--- src/hw/rtl/noat_pkg.sv ---
// package of types, codes and constants for the order and ack tracker
`default_nettype none
package noat_pkg;

  localparam int TABLE_ENTRIES_DEF = 16;
  localparam int FIFO_DEPTH_DEF    = 8;
  localparam int CFG_W             = 8;
  localparam int CFG_IDX_W         = 1;

  localparam logic [7:0] ALL_FLAGS = 8'hff;
  localparam logic [7:0] NO_FLAGS  = 8'h00;

  typedef enum logic [2:0] {
    KIND_NET_ACK   = 3'd0,
    KIND_NET_ORDER = 3'd1,
    KIND_CPU_SEND  = 3'd2,
    KIND_CPU_SYNC  = 3'd3,
    KIND_GET_ORDER = 3'd4,
    KIND_GET_WAKE  = 3'd5
  } kind_t;

  typedef enum logic [2:0] {
    ST_OK       = 3'd0,
    ST_WAIT_SET = 3'd1,
    ST_ACKED    = 3'd2,
    ST_NO_ORDER = 3'd3,
    ST_UNKNOWN  = 3'd4,
    ST_EMPTY    = 3'd5,
    ST_BUSY     = 3'd6,
    ST_FULL     = 3'd7
  } status_t;

  localparam logic [1:0] CMD_ACK = 2'd0;

  localparam logic [CFG_IDX_W-1:0] REG_DONE_MASK    = 1'd0;
  localparam logic [CFG_IDX_W-1:0] REG_RECEIVE_MASK = 1'd1;

  typedef struct packed {
    logic [2:0]  kind;
    logic [15:0] task_id;
    logic [7:0]  ack_flags;
    logic [1:0]  order_cmd;
    logic [47:0] remote_addr;
    logic [47:0] local_word;
    logic [15:0] byte_len;
  } in_item_t;

  typedef struct packed {
    logic [2:0]  status;
    logic [15:0] resp_task_id;
    logic [7:0]  resp_ack_flags;
    logic [1:0]  resp_order_cmd;
    logic [47:0] resp_remote_addr;
    logic [47:0] resp_local_word;
    logic [15:0] resp_byte_len;
    logic        send_valid;
    logic [3:0]  orders_waiting;
    logic [3:0]  wakeups_waiting;
    logic        irq_order;
    logic        irq_wake;
  } out_item_t;

  typedef enum logic [1:0] {
    S_IDLE   = 2'd0,
    S_LOOKUP = 2'd1,
    S_UPDATE = 2'd2,
    S_OUT    = 2'd3
  } state_t;

  // controller to datapath
  typedef struct packed {
    logic capture;
    logic lookup;
    logic update;
  } dp_cmd_t;

endpackage
`default_nettype wire

--- src/hw/rtl/noat_if.sv ---
// valid/ready channel interface
`default_nettype none
interface noat_if #(parameter type T = logic) ();
  logic valid;
  logic ready;
  T     data;
  modport source (output valid, output data, input ready);
  modport sink (input valid, input data, output ready);
endinterface
`default_nettype wire

--- src/hw/rtl/noat_ctrl.sv ---
// controller state machine sequencing each item
`default_nettype none
module noat_ctrl
  import noat_pkg::*;
(
  input  wire logic    clk,
  input  wire logic    rst_n,
  input  wire logic    in_valid,
  output logic         in_ready,
  output logic         out_valid,
  input  wire logic    out_ready,
  output dp_cmd_t      cmd
);

  state_t state_r, state_nxt;

  // state register
  always_ff @(posedge clk) begin
    if (!rst_n) begin
      state_r <= S_IDLE;
    end else begin
      state_r <= state_nxt;
    end
  end

  // next state and commands
  always_comb begin
    state_nxt   = state_r;
    in_ready    = 1'b0;
    out_valid   = 1'b0;
    cmd         = '0;
    case (state_r)
      S_IDLE: begin
        in_ready = 1'b1;
        if (in_valid) begin
          cmd.capture = 1'b1;
          state_nxt   = S_LOOKUP;
        end
      end
      S_LOOKUP: begin
        cmd.lookup = 1'b1;
        state_nxt  = S_UPDATE;
      end
      S_UPDATE: begin
        cmd.update = 1'b1;
        state_nxt  = S_OUT;
      end
      S_OUT: begin
        out_valid = 1'b1;
        in_ready  = out_ready;
        if (out_ready) begin
          if (in_valid) begin
            cmd.capture = 1'b1;
            state_nxt   = S_LOOKUP;
          end else begin
            state_nxt = S_IDLE;
          end
        end
      end
      default: state_nxt = S_IDLE;
    endcase
  end

`ifndef SYNTHESIS
  a_one_cmd: assert property (@(posedge clk) disable iff (!rst_n)
    $countones({cmd.capture, cmd.lookup, cmd.update}) <= 1)
    else $error("more than one datapath command");
  a_lookup_after_capture: assert property (@(posedge clk) disable iff (!rst_n)
    cmd.capture |=> cmd.lookup)
    else $error("capture not followed by lookup");
  a_update_after_lookup: assert property (@(posedge clk) disable iff (!rst_n)
    cmd.lookup |=> cmd.update)
    else $error("lookup not followed by update");
  a_result_after_update: assert property (@(posedge clk) disable iff (!rst_n)
    cmd.update |=> out_valid)
    else $error("no result after update");
`endif

endmodule
`default_nettype wire

--- src/hw/rtl/noat_dp.sv ---
// datapath: order and wait tables, order and wakeup fifos, result register
`default_nettype none
module noat_dp
  import noat_pkg::*;
#(
  parameter int TABLE_ENTRIES = TABLE_ENTRIES_DEF,
  parameter int FIFO_DEPTH    = FIFO_DEPTH_DEF
) (
  input  wire logic                 clk,
  input  wire logic                 rst_n,
  input  wire dp_cmd_t              cmd,
  input  wire in_item_t             in_item,
  input  wire logic [7:0]           done_mask,
  input  wire logic [7:0]           recv_mask,
  output out_item_t                 out_item
);

  localparam int TW = $clog2(TABLE_ENTRIES);
  localparam int FW = $clog2(FIFO_DEPTH);
  localparam int CW = $clog2(FIFO_DEPTH + 1);
  localparam int RX_W = 16 + 2 + 16 + 48 + 48;

  in_item_t item_r;

  logic [TABLE_ENTRIES-1:0] ord_v_r, wait_v_r;
  logic [15:0] ord_task_r [TABLE_ENTRIES];
  logic [7:0]  ord_flags_r [TABLE_ENTRIES];
  logic [15:0] wait_task_r [TABLE_ENTRIES];
  logic [7:0]  wait_flags_r [TABLE_ENTRIES];

  logic [FW-1:0] rx_head_r, wk_head_r;
  logic [CW-1:0] rx_cnt_r, wk_cnt_r;

  // lookup results registered between the two phases
  logic          ord_hit_r, wait_hit_r, ord_free_ok_r, wait_free_ok_r;
  logic [TW-1:0] ord_idx_r, wait_idx_r, ord_free_r, wait_free_r;
  logic [7:0]    ord_fl_r, wait_fl_r;

  logic          ord_hit, wait_hit, ord_free_ok, wait_free_ok;
  logic [TW-1:0] ord_idx, wait_idx, ord_free, wait_free;

  // associative search over the tables, lowest index wins
  always_comb begin
    ord_hit = 1'b0; wait_hit = 1'b0; ord_free_ok = 1'b0; wait_free_ok = 1'b0;
    ord_idx = '0; wait_idx = '0; ord_free = '0; wait_free = '0;
    for (int i = TABLE_ENTRIES - 1; i >= 0; i--) begin
      if (ord_v_r[i] && ord_task_r[i] == item_r.task_id) begin
        ord_hit = 1'b1; ord_idx = TW'(i);
      end
      if (wait_v_r[i] && wait_task_r[i] == item_r.task_id) begin
        wait_hit = 1'b1; wait_idx = TW'(i);
      end
      if (!ord_v_r[i]) begin
        ord_free_ok = 1'b1; ord_free = TW'(i);
      end
      if (!wait_v_r[i]) begin
        wait_free_ok = 1'b1; wait_free = TW'(i);
      end
    end
  end

  // fifo memories
  logic          rx_we, wk_we;
  logic [FW-1:0] rx_waddr, wk_waddr;
  logic [CW:0]   rx_sum, wk_sum;
  logic [RX_W-1:0] rx_wdata, rx_rdata;
  logic [23:0]   wk_wdata, wk_rdata;

  // tail address, wrapped at the fifo depth
  assign rx_sum   = (CW+1)'(rx_head_r) + (CW+1)'(rx_cnt_r);
  assign wk_sum   = (CW+1)'(wk_head_r) + (CW+1)'(wk_cnt_r);
  assign rx_waddr = (rx_sum >= (CW+1)'(FIFO_DEPTH)) ?
                    FW'(rx_sum - (CW+1)'(FIFO_DEPTH)) : FW'(rx_sum);
  assign wk_waddr = (wk_sum >= (CW+1)'(FIFO_DEPTH)) ?
                    FW'(wk_sum - (CW+1)'(FIFO_DEPTH)) : FW'(wk_sum);
  assign rx_wdata = {item_r.task_id, item_r.order_cmd, item_r.byte_len,
                     item_r.remote_addr, item_r.local_word};
  assign wk_wdata = {item_r.task_id, item_r.ack_flags};

  noat_ram #(.WIDTH(RX_W), .DEPTH(FIFO_DEPTH)) u_rx_ram (
    .clk(clk), .we(rx_we), .waddr(rx_waddr), .wdata(rx_wdata),
    .raddr(rx_head_r), .rdata(rx_rdata)
  );
  noat_ram #(.WIDTH(24), .DEPTH(FIFO_DEPTH)) u_wk_ram (
    .clk(clk), .we(wk_we), .waddr(wk_waddr), .wdata(wk_wdata),
    .raddr(wk_head_r), .rdata(wk_rdata)
  );

  logic is_ack;
  assign is_ack = item_r.kind == KIND_NET_ACK ||
                  (item_r.kind == KIND_NET_ORDER && item_r.order_cmd == CMD_ACK);

  logic wake_match, wk_full, rx_full;
  assign wake_match = wait_hit_r && ((wait_fl_r & item_r.ack_flags) != NO_FLAGS);
  assign wk_full    = wk_cnt_r == CW'(FIFO_DEPTH);
  assign rx_full    = rx_cnt_r == CW'(FIFO_DEPTH);

  assign rx_we = cmd.update && !is_ack && item_r.kind == KIND_NET_ORDER && !rx_full;
  assign wk_we = cmd.update && is_ack && wake_match && !wk_full;

  // update phase decisions
  out_item_t res;
  logic [CW-1:0] rx_cnt_nxt, wk_cnt_nxt;
  always_comb begin
    res        = '0;
    rx_cnt_nxt = rx_cnt_r;
    wk_cnt_nxt = wk_cnt_r;
    if (is_ack) begin
      res.status = ord_hit_r ? ST_OK : ST_UNKNOWN;
      if (wake_match) begin
        if (wk_full) res.status = ST_FULL;
        else wk_cnt_nxt = wk_cnt_r + 1'b1;
      end
    end else begin
      case (item_r.kind)
        KIND_NET_ORDER: begin
          if (rx_full) res.status = ST_FULL;
          else rx_cnt_nxt = rx_cnt_r + 1'b1;
        end
        KIND_CPU_SEND: begin
          if (item_r.order_cmd == CMD_ACK) res.send_valid = 1'b1;
          else if (ord_hit_r) res.status = ST_BUSY;
          else if (!ord_free_ok_r) res.status = ST_FULL;
          else res.send_valid = 1'b1;
        end
        KIND_CPU_SYNC: begin
          res.resp_task_id = item_r.task_id;
          if (!ord_hit_r) begin
            res.status = ST_NO_ORDER;
            res.resp_ack_flags = done_mask;
          end else if ((ord_fl_r & item_r.ack_flags) == NO_FLAGS) begin
            res.status = ST_ACKED;
            res.resp_ack_flags = item_r.ack_flags;
          end else if (!wait_hit_r && !wait_free_ok_r) begin
            res.status = ST_FULL;
          end else begin
            res.status = ST_WAIT_SET;
          end
        end
        KIND_GET_ORDER: begin
          if (rx_cnt_r == '0) res.status = ST_EMPTY;
          else begin
            {res.resp_task_id, res.resp_order_cmd, res.resp_byte_len,
             res.resp_remote_addr, res.resp_local_word} = rx_rdata;
            rx_cnt_nxt = rx_cnt_r - 1'b1;
          end
        end
        KIND_GET_WAKE: begin
          if (wk_cnt_r == '0) res.status = ST_EMPTY;
          else begin
            {res.resp_task_id, res.resp_ack_flags} = wk_rdata;
            wk_cnt_nxt = wk_cnt_r - 1'b1;
          end
        end
        default: ;
      endcase
    end
    res.orders_waiting  = 4'(rx_cnt_nxt);
    res.wakeups_waiting = 4'(wk_cnt_nxt);
    res.irq_order       = rx_cnt_nxt != '0;
    res.irq_wake        = wk_cnt_nxt != '0;
  end

  // item capture, lookup and result registers
  always_ff @(posedge clk) begin
    if (cmd.capture) item_r <= in_item;
    if (cmd.lookup) begin
      ord_hit_r      <= ord_hit;
      wait_hit_r     <= wait_hit;
      ord_free_ok_r  <= ord_free_ok;
      wait_free_ok_r <= wait_free_ok;
      ord_idx_r      <= ord_idx;
      wait_idx_r     <= wait_idx;
      ord_free_r     <= ord_free;
      wait_free_r    <= wait_free;
      ord_fl_r       <= ord_flags_r[ord_idx];
      wait_fl_r      <= wait_flags_r[wait_idx];
    end
    if (cmd.update) out_item <= res;
  end

  // table payload writes
  always_ff @(posedge clk) begin
    if (cmd.update) begin
      if (is_ack && ord_hit_r && item_r.ack_flags != done_mask)
        ord_flags_r[ord_idx_r] <= ord_fl_r & ~item_r.ack_flags;
      if (item_r.kind == KIND_CPU_SEND && item_r.order_cmd != CMD_ACK &&
          !ord_hit_r && ord_free_ok_r) begin
        ord_task_r[ord_free_r]  <= item_r.task_id;
        ord_flags_r[ord_free_r] <= ALL_FLAGS;
      end
      if (wk_we && item_r.ack_flags == recv_mask)
        wait_flags_r[wait_idx_r] <= wait_fl_r & ~item_r.ack_flags;
      if (item_r.kind == KIND_CPU_SYNC && ord_hit_r &&
          (ord_fl_r & item_r.ack_flags) != NO_FLAGS) begin
        if (wait_hit_r) begin
          wait_flags_r[wait_idx_r] <= wait_fl_r | item_r.ack_flags;
        end else if (wait_free_ok_r) begin
          wait_task_r[wait_free_r]  <= item_r.task_id;
          wait_flags_r[wait_free_r] <= item_r.ack_flags;
        end
      end
    end
  end

  // valid bits and fifo pointers
  always_ff @(posedge clk) begin
    if (!rst_n) begin
      ord_v_r   <= '0;
      wait_v_r  <= '0;
      rx_head_r <= '0;
      wk_head_r <= '0;
      rx_cnt_r  <= '0;
      wk_cnt_r  <= '0;
    end else if (cmd.update) begin
      rx_cnt_r <= rx_cnt_nxt;
      wk_cnt_r <= wk_cnt_nxt;
      if (!is_ack && item_r.kind == KIND_GET_ORDER && rx_cnt_r != '0)
        rx_head_r <= (rx_head_r == FW'(FIFO_DEPTH - 1)) ? '0 : rx_head_r + 1'b1;
      if (!is_ack && item_r.kind == KIND_GET_WAKE && wk_cnt_r != '0)
        wk_head_r <= (wk_head_r == FW'(FIFO_DEPTH - 1)) ? '0 : wk_head_r + 1'b1;
      if (is_ack && ord_hit_r && item_r.ack_flags == done_mask)
        ord_v_r[ord_idx_r] <= 1'b0;
      if (item_r.kind == KIND_CPU_SEND && item_r.order_cmd != CMD_ACK &&
          !ord_hit_r && ord_free_ok_r)
        ord_v_r[ord_free_r] <= 1'b1;
      if (wk_we && item_r.ack_flags != recv_mask)
        wait_v_r[wait_idx_r] <= 1'b0;
      if (item_r.kind == KIND_CPU_SYNC && ord_hit_r && !wait_hit_r &&
          wait_free_ok_r && (ord_fl_r & item_r.ack_flags) != NO_FLAGS)
        wait_v_r[wait_free_r] <= 1'b1;
    end
  end

`ifndef SYNTHESIS
  a_rx_bound: assert property (@(posedge clk) disable iff (!rst_n)
    rx_cnt_r <= CW'(FIFO_DEPTH)) else $error("order fifo overfilled");
  a_wk_bound: assert property (@(posedge clk) disable iff (!rst_n)
    wk_cnt_r <= CW'(FIFO_DEPTH)) else $error("wakeup fifo overfilled");
  a_no_write_full: assert property (@(posedge clk) disable iff (!rst_n)
    wk_we |-> !wk_full) else $error("wakeup write while full");
`endif

endmodule
`default_nettype wire

--- src/hw/rtl/noat_ram.sv ---
// generic single write port ram with registered read
`default_nettype none
module noat_ram #(
  parameter int WIDTH = 8,
  parameter int DEPTH = 8
) (
  input  wire logic                     clk,
  input  wire logic                     we,
  input  wire logic [$clog2(DEPTH)-1:0] waddr,
  input  wire logic [WIDTH-1:0]         wdata,
  input  wire logic [$clog2(DEPTH)-1:0] raddr,
  output logic [WIDTH-1:0]              rdata
);
  logic [WIDTH-1:0] mem_r [DEPTH];
  // write and registered read
  always_ff @(posedge clk) begin
    if (we) mem_r[waddr] <= wdata;
    rdata <= mem_r[raddr];
  end
endmodule
`default_nettype wire

--- src/hw/rtl/noc_order_ack_tracker_top.sv ---
// Top level of the order and ack tracker.
// The item is captured, looked up in the tables, then the tables are updated.
// Steps per item: table lookup, update, result handoff, which waits on out_ready.
// The next item is taken in the cycle its predecessor's result is taken.
// Synchronous active-low reset empties both fifos, clears all table valid bits
// and sets the done and receive masks to 1 and 2.
`default_nettype none
module noc_order_ack_tracker_top
  import noat_pkg::*;
#(
  parameter int TABLE_ENTRIES = TABLE_ENTRIES_DEF,
  parameter int FIFO_DEPTH    = FIFO_DEPTH_DEF
) (
  input  wire logic                 clk,
  input  wire logic                 rst_n,
  noat_if.sink                      in_ch,
  noat_if.source                    out_ch,
  input  wire logic                 cfg_we,
  input  wire logic [CFG_IDX_W-1:0] cfg_index,
  input  wire logic [CFG_W-1:0]     cfg_data
);

  logic [7:0] done_mask_r, recv_mask_r;
  dp_cmd_t    cmd;

  // configuration registers
  always_ff @(posedge clk) begin
    if (!rst_n) begin
      done_mask_r <= 8'd1;
      recv_mask_r <= 8'd2;
    end else if (cfg_we) begin
      case (cfg_index)
        REG_DONE_MASK:    done_mask_r <= cfg_data;
        REG_RECEIVE_MASK: recv_mask_r <= cfg_data;
        default: ;
      endcase
    end
  end

  noat_ctrl u_ctrl (
    .clk(clk), .rst_n(rst_n),
    .in_valid(in_ch.valid), .in_ready(in_ch.ready),
    .out_valid(out_ch.valid), .out_ready(out_ch.ready),
    .cmd(cmd)
  );

  noat_dp #(.TABLE_ENTRIES(TABLE_ENTRIES), .FIFO_DEPTH(FIFO_DEPTH)) u_dp (
    .clk(clk), .rst_n(rst_n), .cmd(cmd), .in_item(in_ch.data),
    .done_mask(done_mask_r), .recv_mask(recv_mask_r), .out_item(out_ch.data)
  );

endmodule
`default_nettype wire

--- src/flat_wrapper.sv ---
// flat-port wrapper written by rule: the top's interface ports become plain ports
module noc_order_ack_tracker_top_flat import noat_pkg::*;
#(
  parameter int TABLE_ENTRIES = TABLE_ENTRIES_DEF,
  parameter int FIFO_DEPTH    = FIFO_DEPTH_DEF
)
  (clk, rst_n, cfg_we, cfg_index, cfg_data, in_ch_valid, in_ch_data, in_ch_ready, out_ch_valid, out_ch_data, out_ch_ready);
  noat_if #(.T(in_item_t)) in_ch_i ();
  noat_if #(.T(out_item_t)) out_ch_i ();
  input  wire logic clk;
  input  wire logic rst_n;
  input  wire logic cfg_we;
  input  wire logic [CFG_IDX_W-1:0] cfg_index;
  input  wire logic [CFG_W-1:0] cfg_data;
  input wire logic [$bits(in_ch_i.valid)-1:0] in_ch_valid;
  input wire logic [$bits(in_ch_i.data)-1:0] in_ch_data;
  output wire logic [$bits(in_ch_i.ready)-1:0] in_ch_ready;
  output wire logic [$bits(out_ch_i.valid)-1:0] out_ch_valid;
  output wire logic [$bits(out_ch_i.data)-1:0] out_ch_data;
  input wire logic [$bits(out_ch_i.ready)-1:0] out_ch_ready;
  assign in_ch_i.valid = in_ch_valid;
  assign in_ch_i.data = in_ch_data;
  assign in_ch_ready = in_ch_i.ready;
  assign out_ch_valid = out_ch_i.valid;
  assign out_ch_data = out_ch_i.data;
  assign out_ch_i.ready = out_ch_ready;
  noc_order_ack_tracker_top #(.TABLE_ENTRIES(TABLE_ENTRIES), .FIFO_DEPTH(FIFO_DEPTH)) u_core (.clk(clk), .rst_n(rst_n), .in_ch(in_ch_i), .out_ch(out_ch_i), .cfg_we(cfg_we), .cfg_index(cfg_index), .cfg_data(cfg_data));
endmodule
--- config.mk ---
export PLATFORM = sky130hd
export DESIGN_NAME = noc_order_ack_tracker_top_flat
export DESIGN_NICKNAME = d
export VERILOG_FILES = /design/src/hw/rtl/noat_pkg.sv /design/src/hw/rtl/noat_if.sv /design/src/hw/rtl/noat_ctrl.sv /design/src/hw/rtl/noat_dp.sv /design/src/hw/rtl/noat_ram.sv /design/src/hw/rtl/noc_order_ack_tracker_top.sv /design/src/flat_wrapper.sv
export SDC_FILE = /design/constraint.sdc
export NUM_CORES = 2
export LEC_CHECK = 0
export ABC_AREA = 1
export BUFFER_PORTS_ARGS = -buffer_cell sky130_fd_sc_hd__buf_2
export CAP_MARGIN = 10
export CORE_MARGIN = 8
export CORE_UTILIZATION = 40
export CTS_CLUSTER_DIAMETER = 200
export DETAILED_ROUTE_END_ITERATION = 10
export SETUP_SLACK_MARGIN = 0.02
export SLEW_MARGIN = 20
export SYNTH_ARGS = -nofsm -noshare
export SYNTH_HDL_FRONTEND = slang
export SYNTH_SLANG_ARGS = --single-unit
--- constraint.sdc ---
create_clock -name clk -period 31.1 [get_ports clk]
set_input_delay 6.22 -clock clk [delete_from_list [all_inputs] [get_ports clk]]
set_output_delay 6.22 -clock clk [all_outputs]
set_load 0.005 [all_outputs]
[Word level (Yosys, flattened, before mapping)]
Memories as Yosys holds them, arrays and structs flattened. A register that Yosys moved wholly into a read port is not among the register bits.
Index checks and enable logic that the tools add are counted.
Cells by class
  bitwise gates (word level): 16
  multiplexer cells: 158
  order comparisons: 10
  equal/unequal tests: 50
  $add $sub $neg: 10
  reductions and logical operators: 101
Operator list (number)
  $eq 16x16->1: 32
  $mux 4: 58
  $mux 16: 9
  $mux 3: 25
  $logic_and 1x1->1: 62
  $pmux 16 s3: 1
  $mux 1: 43
  $mux 8: 5
  $and 16x16->16: 2
  $and 8x8->8: 4
  $not 16->16: 2
  $or 16x16->16: 2
  $reduce_and 15->1: 2
  $reduce_or 15->1: 2
  $mux 24: 1
  $lt 4x5->1 const B: 4
  $demux 1 s4: 4
  $eq 8x8->1: 2
  $ge 4x1->1 const B: 4
  $ne 8x8->1: 2
  $pmux 8 s2: 1
  $reduce_and 8->1: 2
  $reduce_bool 4->1: 4
  $reduce_bool 8->1: 2
  34 further kinds: 70
Storage, ports and cells
  register bits: 377
  memories: 6
  word-level logic and storage cells: 393
  bits in writable memories: 2000
  input port bits: 155
Memories
  u_core.u_dp.u_rx_ram.mem_r: depth 8, width 130, read ports 1, clocked after Yosys merged registers in 1, write ports 1, RTL line noat_ram.sv:14  | logic [WIDTH-1:0] mem_r [DEPTH];
  u_core.u_dp.ord_task_r: depth 16, width 16, read ports 16, clocked after Yosys merged registers in 0, write ports 1, RTL line noat_dp.sv:26  | logic [15:0] ord_task_r [TABLE_ENTRIES];
  u_core.u_dp.wait_task_r: depth 16, width 16, read ports 16, clocked after Yosys merged registers in 0, write ports 1, RTL line noat_dp.sv:28  | logic [15:0] wait_task_r [TABLE_ENTRIES];
  u_core.u_dp.u_wk_ram.mem_r: depth 8, width 24, read ports 1, clocked after Yosys merged registers in 1, write ports 1, RTL line noat_ram.sv:14
  u_core.u_dp.ord_flags_r: depth 16, width 8, read ports 1, clocked after Yosys merged registers in 1, write ports 1, RTL line noat_dp.sv:27  | logic [7:0] ord_flags_r [TABLE_ENTRIES];
  u_core.u_dp.wait_flags_r: depth 16, width 8, read ports 1, clocked after Yosys merged registers in 1, write ports 1, RTL line noat_dp.sv:29  | logic [7:0] wait_flags_r [TABLE_ENTRIES];

[Depth between registers and ports, before layout]
An unclocked memory read counts as a cell.
  depth in word-level cells: 19
  depth in mapped cells: 32
  mapped depth without buffers: 30

[By module]
A second synthesis with hierarchy kept.
Second synthesis, totals
  cell total of the unflattened synthesis: 9692
  area, all modules: 106145.6 um^2
By module, submodules not included
  noat_dp: cells each 4063, times used 1, area an instance 48436.5 um^2
  noat_ram (u_core.u_dp.u_rx_ram): cells each 4641, times used 1, area an instance 47949.7 um^2
  noat_ram (u_core.u_dp.u_wk_ram): cells each 872, times used 1, area an instance 8906.0 um^2
  noc_order_ack_tracker_top: cells each 85, times used 1, area an instance 633.1 um^2
  noat_ctrl: cells each 31, times used 1, area an instance 220.2 um^2

[Worst setup path after synthesis]
No wires, ideal clock.
  kind: input port to output port
  from: input out_ch_ready
  to: output in_ch_ready
  data arrival time: 6.421 ns
  required time: 24.880 ns
  cell stages on the path: 2
  path slack: 18.459 ns
  cells stage by stage: nand2_1 -> a21oi_1
On the way
  cells in the longest elaborated chain, start to end: 1
RTL lines
  start, declared: RTL line flat_wrapper.sv:20  | input wire logic [$bits(out_ch_i.ready)-1:0] out_ch_ready;
  $pmux 1 s2: RTL line noat_ctrl.sv:32  | case (state_r)
  end, declared: RTL line flat_wrapper.sv:17  | output wire logic [$bits(in_ch_i.ready)-1:0] in_ch_ready;
Every way passes these cells.

[Worst setup path after layout]
Same ends and word-level chain as after synthesis.

==> impl_results.md <==
- # rows: approximately 180
- Largest net degree at the start of global routing: roughly 240
- Max cap viols: 0
- Clock share of power: between 30 and 40%
- Post-Synth XOR/XNOR Area: around 1.2%
- Fill cell count: 22.0k
- Post-cts hold buffer count: 0
- Post-DP HPWL: around 150 mm
- Total grt overflow: 0
- Routed vias/inst: approximately 5.3
- Hold crit path type: reg2reg
- Inst Count DP: ~11k
- Startpoint Class: input pin
- Routed Antenna Nets: 0
- Max clock buf depth: 4
- Main combinational cell family by area after synthesis: simple AND/OR/NAND/NOR gates
- Synth Area in Compound Gates: under 10%
- Max stage delay cell, worst path: a21oi_2
- Critical-path cell list: buf_2 -> nand2_1 -> a21oi_2 -> buf_2
- Post-CTS setup buffers: 0
- Mean Syn Cell Area: roughly 13 um2
- Sequential cell area: ~74000 um2
- Status: finished, final reports clean
- Critical Path Source: out_ch_ready
- Post-synthesis mux area share: 0%
- Clock Pin Slew Worst Setup and Hold Paths: approximately 0.060 ns
- Worst hold start: u_core.u_dp.u_rx_ram.mem_r[3][54]
- DRC viols: 0
- Gate power share: between 10% and 20%
- Final setup violation count: 0
- Syn Std Cell Area: approximately 99000 um2
- GRT Util Overall: about a fifth
- Hold Vio Cnt, Final: 0
- Worst-Margin Slew: 1.12 ns
- Dpl cell area: 104000 um2
- Most frequent cells in the layout: edfxtp_1 (2329), nor2_1 (1472), nand2_1 (910)
- Initial antenna violation count: 11
- Sw Ratio: 25.7%
- Net count after synthesis: ~8k
- Count of flip-flops with a built-in enable after synthesis: about 2.3k
- CTS Root Cell: clkbuf_16
- Fmax: 74.6 MHz
- Sequential fraction of design power: 50.6%
- PD cells: around 74 nW/um2
- Resized Gates After CTS: 0
- RSZ-0062 raised after global routing: no
- Clk_lat worst skew: between 0.9 and 1 ns
- Area Growth Syn to Fin: 14.2%
- CTS tree: built
- Arr. time, crit path: roughly 7.2 ns
- Die H: between 500 and 600 um
- Commonest non-fill, non-tap cell in the layout: edfxtp_1
- Crit-path max FO: 2
- 1st-iter DRT viols: 5860
- DIE WIDTH: 514 um
- Peak supply drop: approximately 0.070 mV
- Clock Skew: about 0.11 ns
- Crit-path max cell delay: 0.56 ns
- Multi-input logic area: between 20000 and 25000 um2
- I/O pin cnt: between 300 and 400
- Cell-internal power: roughly 6300 uW
- Number of global-route vias before repair: 61.0k
- Total CTS buffers: approximately 280
- Synth warnings: 0
- Reg2reg start: u_core.u_ctrl.state_r[0]
- Required time worst endpoint: approximately 25 ns
- Mapped Cells: between 7k and 8k
- Post-Synth Adder-Cell Area: less than 1%
- Final Wtd Congestion: 0.877
- Post-synthesis simple-gate area fraction: around 12%
- Ys async rst share: 0%
- Post-synth top flop: edfxtp_1
- First-pass GRT wire length: ~380 mm
- Crit path kind: in2out
- Cell area after layout: roughly 110000 um2
- Top cell by count, worst path: buf_2
- Initial Utilization: ~40%
- Crit path time final: 13.41 ns
- Part of the cycle the worst path needs: 43.1%
- First drt pass iteration count: 6
- TNS Setup: 0 ns
- Cell Count, Final, Fillers Out: 11.7k
- Final Max Tran Viols: 0
- Switching power: between 2000 and 2500 uW
- PortBufs: around 310
- Synthesized flop and latch total: 2547
- Seq/Total Area, Yosys: between 70% and 80%
- Max-slew headroom: 25.4%
- Count of cell types in the netlist: 59
- Post-Route WL: about 260 mm
- Core area: between 200000 and 250000 um2
- Share of cells above drive strength 1: between 10% and 20%
- Routed len/inst: 22.2 um
- Detailed-route via count: approximately 62k
- Crit end category: output port
- Clock net sink count: about 2.5k
- Number of nets in the layout: approximately 8.3k
- Leakage: approximately 0.040 uW
- CTS H-tree depth: 5
- Die Area: roughly 260000 um2
per-layer routing:
layer	vias to the layer above	track usage [%]	wire [um]
li1	28726	-	-
met1	30940	25.9	112000
met2	2238	30.6	121000
met3	419	3.89	19700
met4	6	5.64	7360
met5	-	0	38
area by class of cell:
cell class                      instances  area share [%]
Inverter                              374            1.27
Timing Repair Buffer                  455            2.43
Antenna cell                            6          0.0132
Multi-Input combinational cell       4506            19.1
Tap cell                             3330            3.67
Sequential cell                      2547            65.5
Clock inverter                        104           0.979
Clock buffer                          389            6.95
synthesized netlist by cell type, drive strengths merged, types with 15 or more instances:
cell type | instances | share of area [%]
dfxtp | 218 | 4.4
ha | 15 | 0.19
or2 | 61 | 0.38
xnor2 | 35 | 0.31
nand2 | 916 | 3.5
inv | 370 | 1.4
nand3 | 259 | 1.3
edfxtp | 2329 | 70
a221oi | 45 | 0.42
nor4 | 41 | 0.26
a31oi | 160 | 1.0
a22oi | 19 | 0.14
a21oi | 91 | 0.48
o21ai | 831 | 4.2
buf | 163 | 1.1
o22ai | 249 | 1.6
nor2 | 1494 | 5.7
xor2 | 105 | 0.93
nand4 | 42 | 0.26
nor3 | 24 | 0.13
clkbuf | 253 | 0.96
a22o | 43 | 0.38
cells by family after synthesis:
family | Yosys count
buffers and inverters | 790
XOR/XNOR | 140
AO/OA/AOI/OAI | 1500
flip-flops | 2547
AND/OR/NAND/NOR | 2849
adder cells (fa/ha/maj) | 17
through the flow:
stage                     setup slack (ns)  util (%)  hold slack [ns]  power, uW
final                                17.69      45.8            0.504       8420
after global routing                 17.60      45.8            0.539       8700
after CTS                            17.63      45.7            0.498       8480
after detailed placement             17.64      42.1            0.490       5240
after global placement               17.23      42.1            0.485       5210
after floorplan                      18.46         -            0.456       4780
worst paths after layout:
check | to | slack (ns) | cells past startpoint
hold / removal | u_core.u_dp.u_rx_ram.rdata[54] | 0.50 | 2
setup reg to reg | u_core.u_dp.u_rx_ram.mem_r[4][7] | 25.21 | 9
hold reg to reg | u_core.u_dp.u_rx_ram.rdata[54] | 0.50 | 2
setup / recovery | in_ch_ready | 17.69 | 4
worst max-delay path: cells and delay by family:
family	cells	cell delay, ns
buffers and inverters	2	0.33
and+or+nand+nor	1	0.07
AOI/OAI and AO/OA	1	0.56
power by group through the flow:
| stage | Sequential (uW) | Combinational (uW) | Clock [uW] |
|---|---|---|---|
| after floorplan | 4310 | 475 | 0 |
| after global placement | 4310 | 903 | 0 |
| after detailed placement | 4320 | 920 | 0 |
| after CTS | 4250 | 924 | 3300 |
| after global routing | 4270 | 998 | 3430 |
| final | 4260 | 919 | 3240 |
flip-flops by register name, summed over array words and instances (netlist names), 8 cells and up:
register                    count
u_core.done_mask_r              8
u_core.recv_mask_r              8
u_core.u_dp.item_r            141
u_core.u_dp.ord_fl_r            8
u_core.u_dp.ord_flags_r       128
u_core.u_dp.ord_task_r        256
u_core.u_dp.ord_v_r            16
u_core.u_dp.out_item          152
u_core.u_dp.u_rx_ram.mem_r   1040
u_core.u_dp.u_rx_ram.rdata    130
u_core.u_dp.u_wk_ram.mem_r    192
u_core.u_dp.u_wk_ram.rdata     24
u_core.u_dp.wait_fl_r           8
u_core.u_dp.wait_flags_r      128
u_core.u_dp.wait_task_r       256
u_core.u_dp.wait_v_r           16
Power figures use the tool's default switching activity.
